<file path="src/rcsa_pkg.sv">
// ----------------------------------------------------------------------------
// rcsa_pkg
// Shared types and constants of the reference-counted slot allocator.
// ----------------------------------------------------------------------------
`timescale 1ns / 1ps
`default_nettype none

package rcsa_pkg;

  localparam int SLOTS_DEF    = 64;
  localparam int REF_BITS_DEF = 8;

  localparam int CFG_W   = 7;
  localparam int OP_W    = 1;
  localparam int IREF_W  = 8;
  localparam int SLOT_W  = 6;
  localparam int STAT_W  = 2;

  localparam logic [CFG_W-1:0] ACTIVE_RST = CFG_W'(64);

  typedef enum logic [OP_W-1:0] {
    OP_ALLOC   = 1'b0,
    OP_RELEASE = 1'b1
  } opcode_t;

  typedef enum logic [STAT_W-1:0] {
    ST_OK          = 2'd0,
    ST_NO_FREE     = 2'd1,
    ST_ZERO_REFS   = 2'd2,
    ST_BAD_RELEASE = 2'd3
  } status_t;

endpackage

`default_nettype wire

</file>
<file path="src/rcsa_req_if.sv">
// ----------------------------------------------------------------------------
// rcsa_req_if
// Request channel: valid/ready handshake with the allocate/release payload.
// ----------------------------------------------------------------------------
`timescale 1ns / 1ps
`default_nettype none

interface rcsa_req_if import rcsa_pkg::*; ();
  logic              valid;
  logic              ready;
  opcode_t           opcode;
  logic [IREF_W-1:0] initial_refs;
  logic [SLOT_W-1:0] slot_to_release;

  modport source (output valid, output opcode, output initial_refs,
                  output slot_to_release, input ready);
  modport sink   (input valid, input opcode, input initial_refs,
                  input slot_to_release, output ready);
endinterface

`default_nettype wire

</file>
<file path="src/rcsa_rsp_if.sv">
// ----------------------------------------------------------------------------
// rcsa_rsp_if
// Result channel: valid/ready handshake with the grant/free/status payload.
// ----------------------------------------------------------------------------
`timescale 1ns / 1ps
`default_nettype none

interface rcsa_rsp_if import rcsa_pkg::*; ();
  logic              valid;
  logic              ready;
  logic [SLOT_W-1:0] granted_slot;
  logic              slot_freed;
  status_t           status;

  modport source (output valid, output granted_slot, output slot_freed,
                  output status, input ready);
  modport sink   (input valid, input granted_slot, input slot_freed,
                  input status, output ready);
endinterface

`default_nettype wire

</file>
<file path="src/rcsa_ram.sv">
// ----------------------------------------------------------------------------
// rcsa_ram
// Generic single-write, single-read RAM with registered read data.
// ----------------------------------------------------------------------------
`timescale 1ns / 1ps
`default_nettype none

module rcsa_ram #(
  parameter int WIDTH = 8,
  parameter int DEPTH = 64
) (
  input  wire logic                     clk,
  input  wire logic                     we,
  input  wire logic [$clog2(DEPTH)-1:0] waddr,
  input  wire logic [WIDTH-1:0]         wdata,
  input  wire logic                     re,
  input  wire logic [$clog2(DEPTH)-1:0] raddr,
  output      logic [WIDTH-1:0]         rdata
);

  logic [WIDTH-1:0] mem [DEPTH];

  always_ff @(posedge clk) begin
    if (we) begin
      mem[waddr] <= wdata;
    end
    if (re) begin
      rdata <= mem[raddr];
    end
  end

endmodule

`default_nettype wire

</file>
<file path="src/refcounted_slot_allocator.sv">
// ----------------------------------------------------------------------------
// refcounted_slot_allocator
// Path: count RAM read into stage 1, then grant/release logic into the result
// register. Throughput: 1 request per cycle while the result channel is not
// stalled, set by the single count RAM read port with write forwarding.
// Reset: every slot free, all counts treated as zero, active_slots = 64.
// No clearing pass; the free map doubles as the count valid map.
// ----------------------------------------------------------------------------
`timescale 1ns / 1ps
`default_nettype none

module refcounted_slot_allocator import rcsa_pkg::*; #(
  parameter int SLOTS    = SLOTS_DEF,
  parameter int REF_BITS = REF_BITS_DEF
) (
  input  wire logic             clk,
  input  wire logic             rst_n,
  rcsa_req_if.sink              in_req,
  rcsa_rsp_if.source            out_rsp,
  input  wire logic             cfg_we,
  input  wire logic [CFG_W-1:0] cfg_wdata
);

  localparam int IW  = $clog2(SLOTS);
  localparam int EW  = (IW > SLOT_W) ? IW : SLOT_W;
  localparam int RBE = (REF_BITS > IREF_W) ? REF_BITS : IREF_W;

  // config and slot state
  logic [CFG_W-1:0]    cfg_active_r;
  logic [SLOTS-1:0]    free_r, free_nxt;

  // stage 1: request waiting on count RAM data
  logic                s1_vld_r;
  opcode_t             s1_op_r;
  logic [REF_BITS-1:0] s1_refs_r;
  logic [SLOT_W-1:0]   s1_rel_r;

  // write forwarding for back-to-back requests
  logic                fwd_vld_r;
  logic [IW-1:0]       fwd_addr_r;
  logic [REF_BITS-1:0] fwd_data_r;

  // result register
  logic                out_vld_r;
  logic [SLOT_W-1:0]   out_granted_r, out_granted_nxt;
  logic                out_freed_r, out_freed_nxt;
  status_t             out_status_r, out_status_nxt;

  logic                in_acc, s1_adv;
  logic [EW-1:0]       in_rel_ext, s1_rel_ext, grant_ext;
  logic [RBE-1:0]      in_refs_ext;
  logic [IW-1:0]       rd_addr, rel_idx;
  logic [REF_BITS-1:0] rd_data, cur_refs, dec_refs;
  int                  limit;
  logic                found, rel_ok;
  logic [IW-1:0]       found_idx;
  logic                wr_en, clr_en, set_en;
  logic [IW-1:0]       wr_addr;
  logic [REF_BITS-1:0] wr_data;

  assign s1_adv       = s1_vld_r && (!out_vld_r || out_rsp.ready);
  assign in_req.ready = !s1_vld_r || s1_adv;
  assign in_acc       = in_req.valid && in_req.ready;

  assign in_rel_ext  = EW'(in_req.slot_to_release);
  assign rd_addr     = in_rel_ext[IW-1:0];
  assign in_refs_ext = RBE'(in_req.initial_refs);
  assign s1_rel_ext  = EW'(s1_rel_r);
  assign rel_idx     = s1_rel_ext[IW-1:0];

  rcsa_ram #(
    .WIDTH (REF_BITS),
    .DEPTH (SLOTS)
  ) u_refs_ram (
    .clk   (clk),
    .we    (wr_en),
    .waddr (wr_addr),
    .wdata (wr_data),
    .re    (in_acc),
    .raddr (rd_addr),
    .rdata (rd_data)
  );

  always_comb begin
    limit = (int'(cfg_active_r) > SLOTS) ? SLOTS : int'(cfg_active_r);

    // lowest free active slot
    found     = 1'b0;
    found_idx = '0;
    for (int i = SLOTS - 1; i >= 0; i--) begin
      if (free_r[i] && (i < limit)) begin
        found     = 1'b1;
        found_idx = IW'(i);
      end
    end

    rel_ok = int'(s1_rel_r) < limit;
    if (free_r[rel_idx]) begin
      cur_refs = '0;
    end else if (fwd_vld_r && (fwd_addr_r == rel_idx)) begin
      cur_refs = fwd_data_r;
    end else begin
      cur_refs = rd_data;
    end
    dec_refs = cur_refs - REF_BITS'(1);

    wr_en           = 1'b0;
    clr_en          = 1'b0;
    set_en          = 1'b0;
    wr_addr         = rel_idx;
    wr_data         = dec_refs;
    out_granted_nxt = '0;
    out_freed_nxt   = 1'b0;
    out_status_nxt  = ST_OK;
    grant_ext       = EW'(found_idx);

    if (s1_op_r == OP_ALLOC) begin
      if (!found) begin
        out_status_nxt = ST_NO_FREE;
      end else if (s1_refs_r == '0) begin
        out_status_nxt = ST_ZERO_REFS;
      end else begin
        wr_en           = s1_adv;
        clr_en          = s1_adv;
        wr_addr         = found_idx;
        wr_data         = s1_refs_r;
        out_granted_nxt = grant_ext[SLOT_W-1:0];
      end
    end else begin
      if (!rel_ok || cur_refs == '0) begin
        out_status_nxt = ST_BAD_RELEASE;
      end else begin
        wr_en = s1_adv;
        if (dec_refs == '0) begin
          set_en        = s1_adv;
          out_freed_nxt = 1'b1;
        end
      end
    end

    free_nxt = free_r;
    if (clr_en) begin
      free_nxt[wr_addr] = 1'b0;
    end
    if (set_en) begin
      free_nxt[wr_addr] = 1'b1;
    end
  end

  always_ff @(posedge clk) begin
    if (!rst_n) begin
      cfg_active_r <= ACTIVE_RST;
      free_r       <= '1;
      s1_vld_r     <= 1'b0;
      fwd_vld_r    <= 1'b0;
      out_vld_r    <= 1'b0;
    end else begin
      if (cfg_we) begin
        cfg_active_r <= cfg_wdata;
      end
      free_r <= free_nxt;
      if (in_acc) begin
        s1_vld_r  <= 1'b1;
        fwd_vld_r <= wr_en;
      end else if (s1_adv) begin
        s1_vld_r <= 1'b0;
      end
      if (s1_adv) begin
        out_vld_r <= 1'b1;
      end else if (out_rsp.ready) begin
        out_vld_r <= 1'b0;
      end
    end
  end

  always_ff @(posedge clk) begin
    if (in_acc) begin
      s1_op_r    <= in_req.opcode;
      s1_refs_r  <= in_refs_ext[REF_BITS-1:0];
      s1_rel_r   <= in_req.slot_to_release;
      fwd_addr_r <= wr_addr;
      fwd_data_r <= wr_data;
    end
    if (s1_adv) begin
      out_granted_r <= out_granted_nxt;
      out_freed_r   <= out_freed_nxt;
      out_status_r  <= out_status_nxt;
    end
  end

  assign out_rsp.valid        = out_vld_r;
  assign out_rsp.granted_slot = out_granted_r;
  assign out_rsp.slot_freed   = out_freed_r;
  assign out_rsp.status       = out_status_r;

endmodule

`default_nettype wire
</file>
<file path="src/flat_wrapper.sv">
// flat-port wrapper written by rule: the top's interface ports become plain ports
module refcounted_slot_allocator_flat import rcsa_pkg::*;
#(
  parameter int SLOTS    = SLOTS_DEF,
  parameter int REF_BITS = REF_BITS_DEF
)
  (clk, rst_n, cfg_we, cfg_wdata, in_req_valid, in_req_opcode, in_req_initial_refs, in_req_slot_to_release, in_req_ready, out_rsp_valid, out_rsp_granted_slot, out_rsp_slot_freed, out_rsp_status, out_rsp_ready);
  rcsa_req_if in_req_i ();
  rcsa_rsp_if out_rsp_i ();
  input  wire logic clk;
  input  wire logic rst_n;
  input  wire logic cfg_we;
  input  wire logic [CFG_W-1:0] cfg_wdata;
  input wire logic [$bits(in_req_i.valid)-1:0] in_req_valid;
  input wire logic [$bits(in_req_i.opcode)-1:0] in_req_opcode;
  input wire logic [$bits(in_req_i.initial_refs)-1:0] in_req_initial_refs;
  input wire logic [$bits(in_req_i.slot_to_release)-1:0] in_req_slot_to_release;
  output wire logic [$bits(in_req_i.ready)-1:0] in_req_ready;
  output wire logic [$bits(out_rsp_i.valid)-1:0] out_rsp_valid;
  output wire logic [$bits(out_rsp_i.granted_slot)-1:0] out_rsp_granted_slot;
  output wire logic [$bits(out_rsp_i.slot_freed)-1:0] out_rsp_slot_freed;
  output wire logic [$bits(out_rsp_i.status)-1:0] out_rsp_status;
  input wire logic [$bits(out_rsp_i.ready)-1:0] out_rsp_ready;
  assign in_req_i.valid = in_req_valid;
  assign in_req_i.opcode = in_req_opcode;
  assign in_req_i.initial_refs = in_req_initial_refs;
  assign in_req_i.slot_to_release = in_req_slot_to_release;
  assign in_req_ready = in_req_i.ready;
  assign out_rsp_valid = out_rsp_i.valid;
  assign out_rsp_granted_slot = out_rsp_i.granted_slot;
  assign out_rsp_slot_freed = out_rsp_i.slot_freed;
  assign out_rsp_status = out_rsp_i.status;
  assign out_rsp_i.ready = out_rsp_ready;
  refcounted_slot_allocator #(.SLOTS(SLOTS), .REF_BITS(REF_BITS)) u_core (.clk(clk), .rst_n(rst_n), .in_req(in_req_i), .out_rsp(out_rsp_i), .cfg_we(cfg_we), .cfg_wdata(cfg_wdata));
endmodule
</file>
<file path="config.mk">
export PLATFORM = sky130hd
export DESIGN_NAME = refcounted_slot_allocator_flat
export DESIGN_NICKNAME = d
export VERILOG_FILES = /design/src/rcsa_pkg.sv /design/src/rcsa_req_if.sv /design/src/rcsa_rsp_if.sv /design/src/rcsa_ram.sv /design/src/refcounted_slot_allocator.sv /design/src/flat_wrapper.sv
export SDC_FILE = /design/constraint.sdc
export NUM_CORES = 1
export LEC_CHECK = 0
export BUFFER_PORTS_ARGS = -buffer_cell sky130_fd_sc_hd__buf_4
export CAP_MARGIN = 20
export CORE_MARGIN = 2
export CORE_UTILIZATION = 40
export CTS_BUF_LIST = sky130_fd_sc_hd__clkbuf_16
export CTS_CLUSTER_SIZE = 8
export DETAILED_ROUTE_END_ITERATION = 8
export HOLD_SLACK_MARGIN = 0.08
export SYNTH_ARGS = -nofsm -noshare
export SYNTH_HDL_FRONTEND = slang
export SYNTH_HIERARCHICAL = 1
export SYNTH_SLANG_ARGS = --single-unit
</file>
<file path="constraint.sdc">
create_clock -name clk -period 9.4 [get_ports clk]
set_input_delay 1.41 -clock clk [delete_from_list [all_inputs] [get_ports clk]]
set_output_delay 1.41 -clock clk [all_outputs]
set_load 0.005 [all_outputs]
</file>
=== After elaboration in Yosys (flattened, before gate mapping) ===
Memory sizes are Yosys's and may differ from the RTL's. A register that Yosys moved wholly into a read port is not among the register bits.
Cells that the tools add are included.

* Multiply operators: 0
* Bitwise logic cells: 5
* $add $sub $neg: 1
* Equal/unequal tests: 1
* Div/mod/pow operators: 0
* Mux-type cells: 162
* $lt $le $gt $ge: 69
* Shift operators: 0
* Reduce and logical (&&, ||, !) cells: 81

{| class="wikitable"
|+ Operator list
! kind !! number
|-
| less-than comparator 7 x 32 -> 1 bit, first input constant || 32
|-
| less-than comparator 6 x 32 -> 1 bit, first input constant || 16
|-
| 2-to-1 mux 6 bit || 67
|-
| less-than comparator 5 x 32 -> 1 bit, first input constant || 8
|-
| less-than comparator 4 x 32 -> 1 bit, first input constant || 4
|-
| 2-to-1 mux 64 bit || 2
|-
| 2-to-1 mux 1 bit || 81
|-
| logical AND 1 bit || 68
|-
| AND 64 bit || 1
|-
| less-than comparator 3 x 32 -> 1 bit, first input constant || 2
|-
| NOT 64 bit || 1
|-
| OR 64 bit || 1
|-
| 2-to-1 mux 8 bit || 5
|-
| less-than comparator 1 x 32 -> 1 bit, first input constant || 1
|-
| less-than comparator 2 x 32 -> 1 bit, first input constant || 1
|-
| less-than comparator 7 x 32 -> 1 bit || 1
|-
| zero test 8 bit || 3
|-
| less-than comparator 6 x 7 -> 1 bit, second input constant || 2
|-
| 2-to-1 mux 2 bit || 4
|-
| subtractor 8 x 1 -> 8 bit, second input constant || 1
|-
| > comparator 7 bit, second input constant || 1
|-
| 2-to-1 mux 7 bit || 1
|-
| binary-select mux 1 bit (select 6 bit) || 1
|-
| demux 1 bit (select 6 bit) || 1
|-
| other kinds (8) || 14
|}

* RAM bits: 512
* Memories kept: 1
* Latch bits: 0
* Memory bits (read-only): 0
* Register bits: 112

{| class="wikitable"
|+ Memory list
! name !! depth !! width !! rd ports !! clocked after Yosys merged registers in !! wr ports !! RTL line !! RTL
|-
| u_core.u_refs_ram.mem || 64 || 8 || 1 || 1 || 1 || rcsa_ram.sv:21 || <nowiki>logic [WIDTH-1:0] mem [DEPTH];</nowiki>
|}

=== Logic depth before layout (Yosys ltp) ===
* Depth after elaboration: 80
* Depth in mapped cells: 18
* Mapped depth without buffers: 16

=== Hierarchy ===
The synthesis kept the hierarchy.

{| class="wikitable"
|+ Modules (own cells, without submodules)
! module !! area each (µm²) !! times used !! cells each
|-
| rcsa_ram || 20246.9 || 1 || 940
|-
| refcounted_slot_allocator || 7442.1 || 1 || 842
|}

=== Worst setup path before layout ===
OpenSTA, ideal clock, no wires.

* Path type: reg-to-reg
* From: register u_core.s1_rel_r[0], in the netlist u_core/rel_idx[0]
* To: register u_core.fwd_data_r[2] (data pin)
* Arrival time: 5452 ps
* Setup slack: 3239 ps
* Cell stages (with the launch flop): 13
* Cell sequence: edfxtp_1 buf_2 clkbuf_1 mux4_2 a22oi_1 a21oi_1 nor3b_1 nor2_1 nor2_1 inv_1 ha_1 xnor2_1 o21ai_0

* Cells in the longest elaborated chain, start to end: 8

{| class="wikitable"
|+ Ends and longest elaborated chain
! what !! RTL line !! RTL
|-
| from (decl) || refcounted_slot_allocator.sv:36 || <nowiki>logic [SLOT_W-1:0] s1_rel_r;</nowiki>
|-
| from (signal assigned) || refcounted_slot_allocator.sv:180 || <nowiki>s1_rel_r <= in_req.slot_to_release;</nowiki>
|-
| branches (longest 3 deep; another with binary-select mux 1 bit (select 6 bit)) || -- ||
|-
| 2-to-1 mux 8 bit (*) || refcounted_slot_allocator.sv:98 || <nowiki>if (free_r[rel_idx]) begin</nowiki>
|-
| subtractor 8 x 1 -> 8 bit (*) || refcounted_slot_allocator.sv:105 || <nowiki>dec_refs = cur_refs - REF_BITS'(1);</nowiki>
|-
| 2-to-1 mux 8 bit || refcounted_slot_allocator.sv:120 || <nowiki>end else if (s1_refs_r == '0) begin</nowiki>
|-
| 2-to-1 mux 8 bit || refcounted_slot_allocator.sv:118 || <nowiki>if (!found) begin</nowiki>
|-
| 2-to-1 mux 8 bit (*) || refcounted_slot_allocator.sv:117 || <nowiki>if (s1_op_r == OP_ALLOC) begin</nowiki>
|-
| named net u_core.wr_data[2] || refcounted_slot_allocator.sv:59 || <nowiki>logic [REF_BITS-1:0] wr_data;</nowiki>
|-
| to (signal assigned) || refcounted_slot_allocator.sv:182 || <nowiki>fwd_data_r <= wr_data;</nowiki>
|-
| to (decl) || refcounted_slot_allocator.sv:41 || <nowiki>logic [REF_BITS-1:0] fwd_data_r;</nowiki>
|}

Mark *: on every way through the listed nets, which the timed path passes. The select of a mux whose other input is x is not followed.
A chain may end at the register's enable or synchronous reset.

=== Worst setup path in the final report ===
* From: register u_core.s1_rel_r[1], in the netlist u_core/rel_idx[1]
* To: memory u_core.u_refs_ram.mem[26][2] (enable)

* Cells in the longest elaborated chain, start to end: 10

{| class="wikitable"
|+ Ends and longest elaborated chain
! what !! RTL line !! RTL
|-
| branches (longest 5 deep; another with 2-to-1 mux 8 bit) || -- ||
|-
| logical OR 1 bit (*) || refcounted_slot_allocator.sv:130 || <nowiki>if (!rel_ok || cur_refs == '0) begin</nowiki>
|-
| 2-to-1 mux 1 bit (*) || refcounted_slot_allocator.sv:130 ||
|-
| 2-to-1 mux 1 bit (*) || refcounted_slot_allocator.sv:117 ||
|-
| named net u_core.wr_en || refcounted_slot_allocator.sv:57 || <nowiki>logic wr_en, clr_en, set_en;</nowiki>
|-
| 2-to-1 mux 1 bit (*) || rcsa_ram.sv:24 || <nowiki>if (we) begin</nowiki>
|-
| 2-to-1 mux 1 bit (implied by the code) (*) || rcsa_ram.sv:25 || <nowiki>mem[waddr] <= wdata;</nowiki>
|-
| to (decl) || rcsa_ram.sv:21 ||
|}

Marks and branches as above.

==> flow_results.xml <==
<?xml version="1.0" encoding="UTF-8"?>
<metrics>
  <group name="logic_synthesis">
    <metric name="count_of_flip_flops_with_a_built_in_enable_after_synthesis" unit="">558</metric>
    <metric name="syn-instance-count" unit="">1782</metric>
    <metric name="syn-num-nets" unit="">1817</metric>
    <metric name="synth_area_per_cell" unit="um2">15.5</metric>
    <metric name="ffs_w_async_s_r_synth" unit="%">0</metric>
    <metric name="synth_cell_types" unit="">86</metric>
    <metric name="syn_area" unit="um2">27700</metric>
    <metric name="yosys_warnings" unit="">6</metric>
    <metric name="synth_seq_area_share" unit="%">65.9</metric>
    <metric name="yosys_register_bits" unit="">632</metric>
    <metric name="dominantRegCellSynth" unit="">sky130_fd_sc_hd__edfxtp_1</metric>
  </group>
  <group name="route">
    <metric name="dr_total_vias" unit="">17100</metric>
    <metric name="drt_drc_violations_left" unit="">0</metric>
    <metric name="sum_of_routed_wire_length_over_all_layers" unit="mm">74.3</metric>
    <metric name="drt-initial-drc-count" unit="">2063</metric>
    <metric name="viasPerCell" unit="">6.13</metric>
    <metric name="ant_nets" unit="">0</metric>
    <metric name="avgRoutedWirePerCell" unit="um">26.6</metric>
    <metric name="detail_route.first_pass.iterations" unit="">6</metric>
  </group>
  <group name="timing">
    <metric name="setup_viol" unit="">0</metric>
    <metric name="worst_pin_slew" unit="ns">1.18</metric>
    <metric name="rsz0062_at_grt" unit="">false</metric>
    <metric name="maxSlewViolCount" unit="">0</metric>
    <metric name="final.setup.tns" unit="ns">0</metric>
    <metric name="fin_worst_skew" unit="ns">0.0307</metric>
    <metric name="max_freq" unit="GHz">0.156</metric>
    <metric name="worst_hold_slack" unit="ns">0.528</metric>
    <metric name="fin_crit_sh" unit="%">68.4</metric>
    <metric name="post-route-min-period" unit="ns">6.43</metric>
    <metric name="slew_limit_headroom" unit="%">21.3</metric>
    <metric name="final_count_of_hold_timing_violations" unit="">0</metric>
  </group>
  <group name="global_route">
    <metric name="grt_antenna_before_repair" unit="">1</metric>
    <metric name="global_route.usage.total" unit="%">20.9</metric>
    <metric name="grt_max_degree" unit="">75</metric>
    <metric name="number_of_global_route_vias_before_repair" unit="">16900</metric>
    <metric name="globalRoute.totalOverflow" unit="">0</metric>
    <metric name="first_pass_grt_wire_length" unit="mm">110</metric>
  </group>
  <group name="setup_path">
    <metric name="wp_data_arrival" unit="ns">6.67</metric>
    <metric name="critical_path.endpoint_type" unit="">flop</metric>
    <metric name="ff2ff_path_depth" unit="">15</metric>
    <metric name="worst-path-buf-inv" unit="">1</metric>
    <metric name="crit_family" unit="">simple AND/OR/NAND/NOR gates</metric>
    <metric name="cpPeakStageDelay" unit="ns">0.98</metric>
    <metric name="critical-path-top-cell-by-count" unit="">sky130_fd_sc_hd__nor2_1</metric>
    <metric name="timing.rr.end" unit="">u_core/u_refs_ram/mem[26][2]</metric>
    <metric name="reg2reg_setup_slack" unit="ns">2.97</metric>
    <metric name="worst_path_cell_trace" unit="">mux4_2 -&gt; a22oi_1 -&gt; a21oi_1 -&gt; nor3_1 -&gt; nor2_1 -&gt; nor2_1 -&gt; inv_1 -&gt; ha_1 -&gt; and2_1 -&gt; a221oi_1 -&gt; nor2_1 -&gt; nor2_1 -&gt; nor2b_1 -&gt; nand2_1 -&gt; nor2_1</metric>
    <metric name="critical_path_class" unit="">flop to flop</metric>
    <metric name="rr_startpoint" unit="">u_core/rel_idx[1]</metric>
    <metric name="path_max_fanout" unit="">21</metric>
    <metric name="crit_required" unit="ns">9.65</metric>
    <metric name="kind_of_launch_point_of_the_worst_setup_path" unit="">flop</metric>
    <metric name="slowest_stage" unit="">sky130_fd_sc_hd__edfxtp_1</metric>
  </group>
  <group name="power">
    <metric name="comb_power_share" unit="%">7.2</metric>
    <metric name="pwr_density_cell" unit="nW/um2">207</metric>
    <metric name="clkPwrFrac" unit="%">44.0</metric>
    <metric name="power.switching_fraction" unit="%">23.2</metric>
    <metric name="post_route_total_power" unit="W">0.00648</metric>
    <metric name="vdd_drop_max" unit="V">0.000148</metric>
    <metric name="internal_power" unit="W">0.00497</metric>
    <metric name="seq_power_share" unit="%">48.8</metric>
    <metric name="netSwitchingPower" unit="W">0.00150</metric>
    <metric name="static-leakage-power" unit="nW">9.95</metric>
  </group>
  <group name="cts">
    <metric name="clock_tree_from_tritoncts" unit="">built</metric>
    <metric name="clock_tree.root_cell" unit="">sky130_fd_sc_hd__clkbuf_16</metric>
    <metric name="postCtsResizedCells" unit="">0</metric>
    <metric name="cts_inserted_buffers" unit="">89</metric>
    <metric name="cts_num_sinks" unit="">632</metric>
    <metric name="hold_fix_buffer_count_after_cts" unit="">0</metric>
    <metric name="cts_setup_buffers" unit="">0</metric>
    <metric name="deepest_level_of_the_cts_h_tree" unit="">3</metric>
    <metric name="cts-root-to-sink-buffers" unit="">3</metric>
    <metric name="clk_lat_worst_skew" unit="ns">0.64</metric>
    <metric name="path_clk_slew" unit="ns">0.05</metric>
  </group>
  <group name="floorplanning">
    <metric name="io_pins" unit="">38</metric>
    <metric name="core_region_area" unit="um2">68600</metric>
    <metric name="die_height" unit="um">267</metric>
    <metric name="die-width" unit="um">267</metric>
    <metric name="die_area" unit="um2">71300</metric>
    <metric name="core.rowCount" unit="">96</metric>
    <metric name="floorplan.initialDensity" unit="%">40.4</metric>
  </group>
  <group name="placement">
    <metric name="detailed_place_hpwl" unit="mm">46.4</metric>
    <metric name="place_congestion" unit="">0.976</metric>
    <metric name="io_buffer_count" unit="">37</metric>
  </group>
  <group name="layout">
    <metric name="layout.cells.most_common" unit="">sky130_fd_sc_hd__edfxtp_1</metric>
    <metric name="area_growth" unit="%">13.1</metric>
    <metric name="most-common-layout-cells" unit="">558 x sky130_fd_sc_hd__edfxtp_1, 142 x sky130_fd_sc_hd__mux4_2, 129 x sky130_fd_sc_hd__nor2_1</metric>
    <metric name="post_layout_nets" unit="">1865</metric>
    <metric name="diodes" unit="">0</metric>
    <metric name="post_route_cells_drive_above_1_share" unit="%">18.8</metric>
  </group>
  <group name="min_path">
    <metric name="min_delay_path_depth" unit="">1</metric>
    <metric name="origin_of_the_worst_min_delay_path" unit="">u_core/s1_vld_r</metric>
    <metric name="holdCritPathClass" unit="">flop to flop</metric>
    <metric name="worstHoldEndpoint" unit="">u_core/out_rsp.valid</metric>
  </group>
  <group name="flow_run">
    <metric name="cap_viol_max_count" unit="">0</metric>
  </group>
  <group name="run_status">
    <metric name="outcome" unit="">completed</metric>
  </group>
</metrics>
-- metrics by stage --
stage	cell area [um2]	std cells	worst slack [ns]	util (%)
floorplan	27700	1782	3.24	-
global placement	28800	2668	3.25	42.0
detailed placement	28800	2668	3.04	42.0
CTS	31300	2791	3.04	45.7
global route	31300	2793	2.56	45.7
finish	31300	2793	2.97	45.7
-- routing by layer --
layer	global-route usage, %	up-vias	part of all wire (%)
met5	0	-	0.017
met4	8.35	2	4.0
met3	4.34	193	7.9
met2	32.5	850	46
met1	28.7	8738	42
li1	-	7344	-
-- cell usage after synthesis (20+ instances only) --
| library cell | number | area [um2] |
|---|---|---|
| sky130_fd_sc_hd__nand3_1 | 34 | 170 |
| sky130_fd_sc_hd__edfxtp_1 | 558 | 16800 |
| sky130_fd_sc_hd__inv_1 | 20 | 75.1 |
| sky130_fd_sc_hd__dfxtp_1 | 74 | 1480 |
| sky130_fd_sc_hd__mux4_2 | 142 | 3200 |
| sky130_fd_sc_hd__a21oi_1 | 45 | 225 |
| sky130_fd_sc_hd__nor2_1 | 129 | 484 |
| sky130_fd_sc_hd__clkbuf_1 | 50 | 188 |
| sky130_fd_sc_hd__o21ai_0 | 112 | 561 |
| sky130_fd_sc_hd__nor2b_1 | 29 | 181 |
| sky130_fd_sc_hd__mux2i_1 | 36 | 360 |
| sky130_fd_sc_hd__buf_2 | 27 | 135 |
| sky130_fd_sc_hd__nand2_1 | 77 | 289 |
| sky130_fd_sc_hd__o211ai_1 | 78 | 586 |
-- flip-flops by register name (all words and copies together), names as in the netlist --
register                     flops
u_core/s1_refs_r                 8
u_core/fwd_data_r                8
u_core/out_rsp.valid             1
u_core/free_r                   64
u_core/out_rsp.granted_slot      6
u_core/s1_vld_r                  1
u_core/s1_op_r                   1
u_core/u_refs_ram/mem          512
u_core/fwd_addr_r                6
u_core/rel_idx                   6
u_core/out_rsp.slot_freed        1
u_core/fwd_vld_r                 1
u_core/out_rsp.status            2
u_core/cfg_active_r              7
u_core/u_refs_ram/rdata          8
-- worst max path at each step --
stage                      startpoint                            to  slack (ns)  depth (start not counted)
global placement    u_core/rel_idx[1]  u_core/u_refs_ram/mem[37][7]        3.25                         14
CTS                 u_core/rel_idx[1]  u_core/u_refs_ram/mem[33][3]        3.04                         14
floorplan           u_core/rel_idx[0]          u_core/fwd_data_r[2]        3.24                         12
detailed placement  u_core/rel_idx[1]  u_core/u_refs_ram/mem[13][2]        3.04                         14
global route        u_core/rel_idx[1]  u_core/u_refs_ram/mem[38][6]        2.56                         15
finish              u_core/rel_idx[1]  u_core/u_refs_ram/mem[26][2]        2.97                         15
-- power by group through the flow --
stage                     clock network [W]  registers (W)  logic, W
final                               0.00285        0.00316  0.000466
after detailed placement                  0        0.00321  0.000465
after floorplan                           0        0.00321  0.000291
after CTS                           0.00290        0.00316  0.000466
after global routing                0.00303        0.00316  0.000499
after global placement                    0        0.00321  0.000462
-- cells by family after synthesis --
family / synth area share (%)
DFF: 65.9
AOI/OAI and AO/OA: 10.7
and+or+nand+nor: 7.11
muxes: 13.4
buffers and inverters: 2.28
adders and majority gates: 0.434
xor gates and xnor gates: 0.221
-- area by class of cell --
type / instances / area (um2)
clock inverter: 34 / 263
sequential: 632 / 18200
inverter: 21 / 81.3
tap: 931 / 1160
timing repair buffer: 61 / 459
multi-input combinational: 1025 / 8890
fill: 5900 / 37300
clock buffer: 89 / 2230
-- worst register-to-register path: stages, from the launching register on --
cell and delay [ns]:
sky130_fd_sc_hd__edfxtp_1 0.98, sky130_fd_sc_hd__mux4_2 0.62, sky130_fd_sc_hd__a22oi_1 0.15, sky130_fd_sc_hd__a21oi_1 0.10
sky130_fd_sc_hd__nor3_1 0.39, sky130_fd_sc_hd__nor2_1 0.24, sky130_fd_sc_hd__nor2_1 0.32, sky130_fd_sc_hd__inv_1 0.12
sky130_fd_sc_hd__ha_1 0.23, sky130_fd_sc_hd__and2_1 0.14, sky130_fd_sc_hd__a221oi_1 0.49, sky130_fd_sc_hd__nor2_1 0.08
sky130_fd_sc_hd__nor2_1 0.57, sky130_fd_sc_hd__nor2b_1 0.36, sky130_fd_sc_hd__nand2_1 0.53, sky130_fd_sc_hd__nor2_1 0.74
Power figures use the tool's default switching activity.
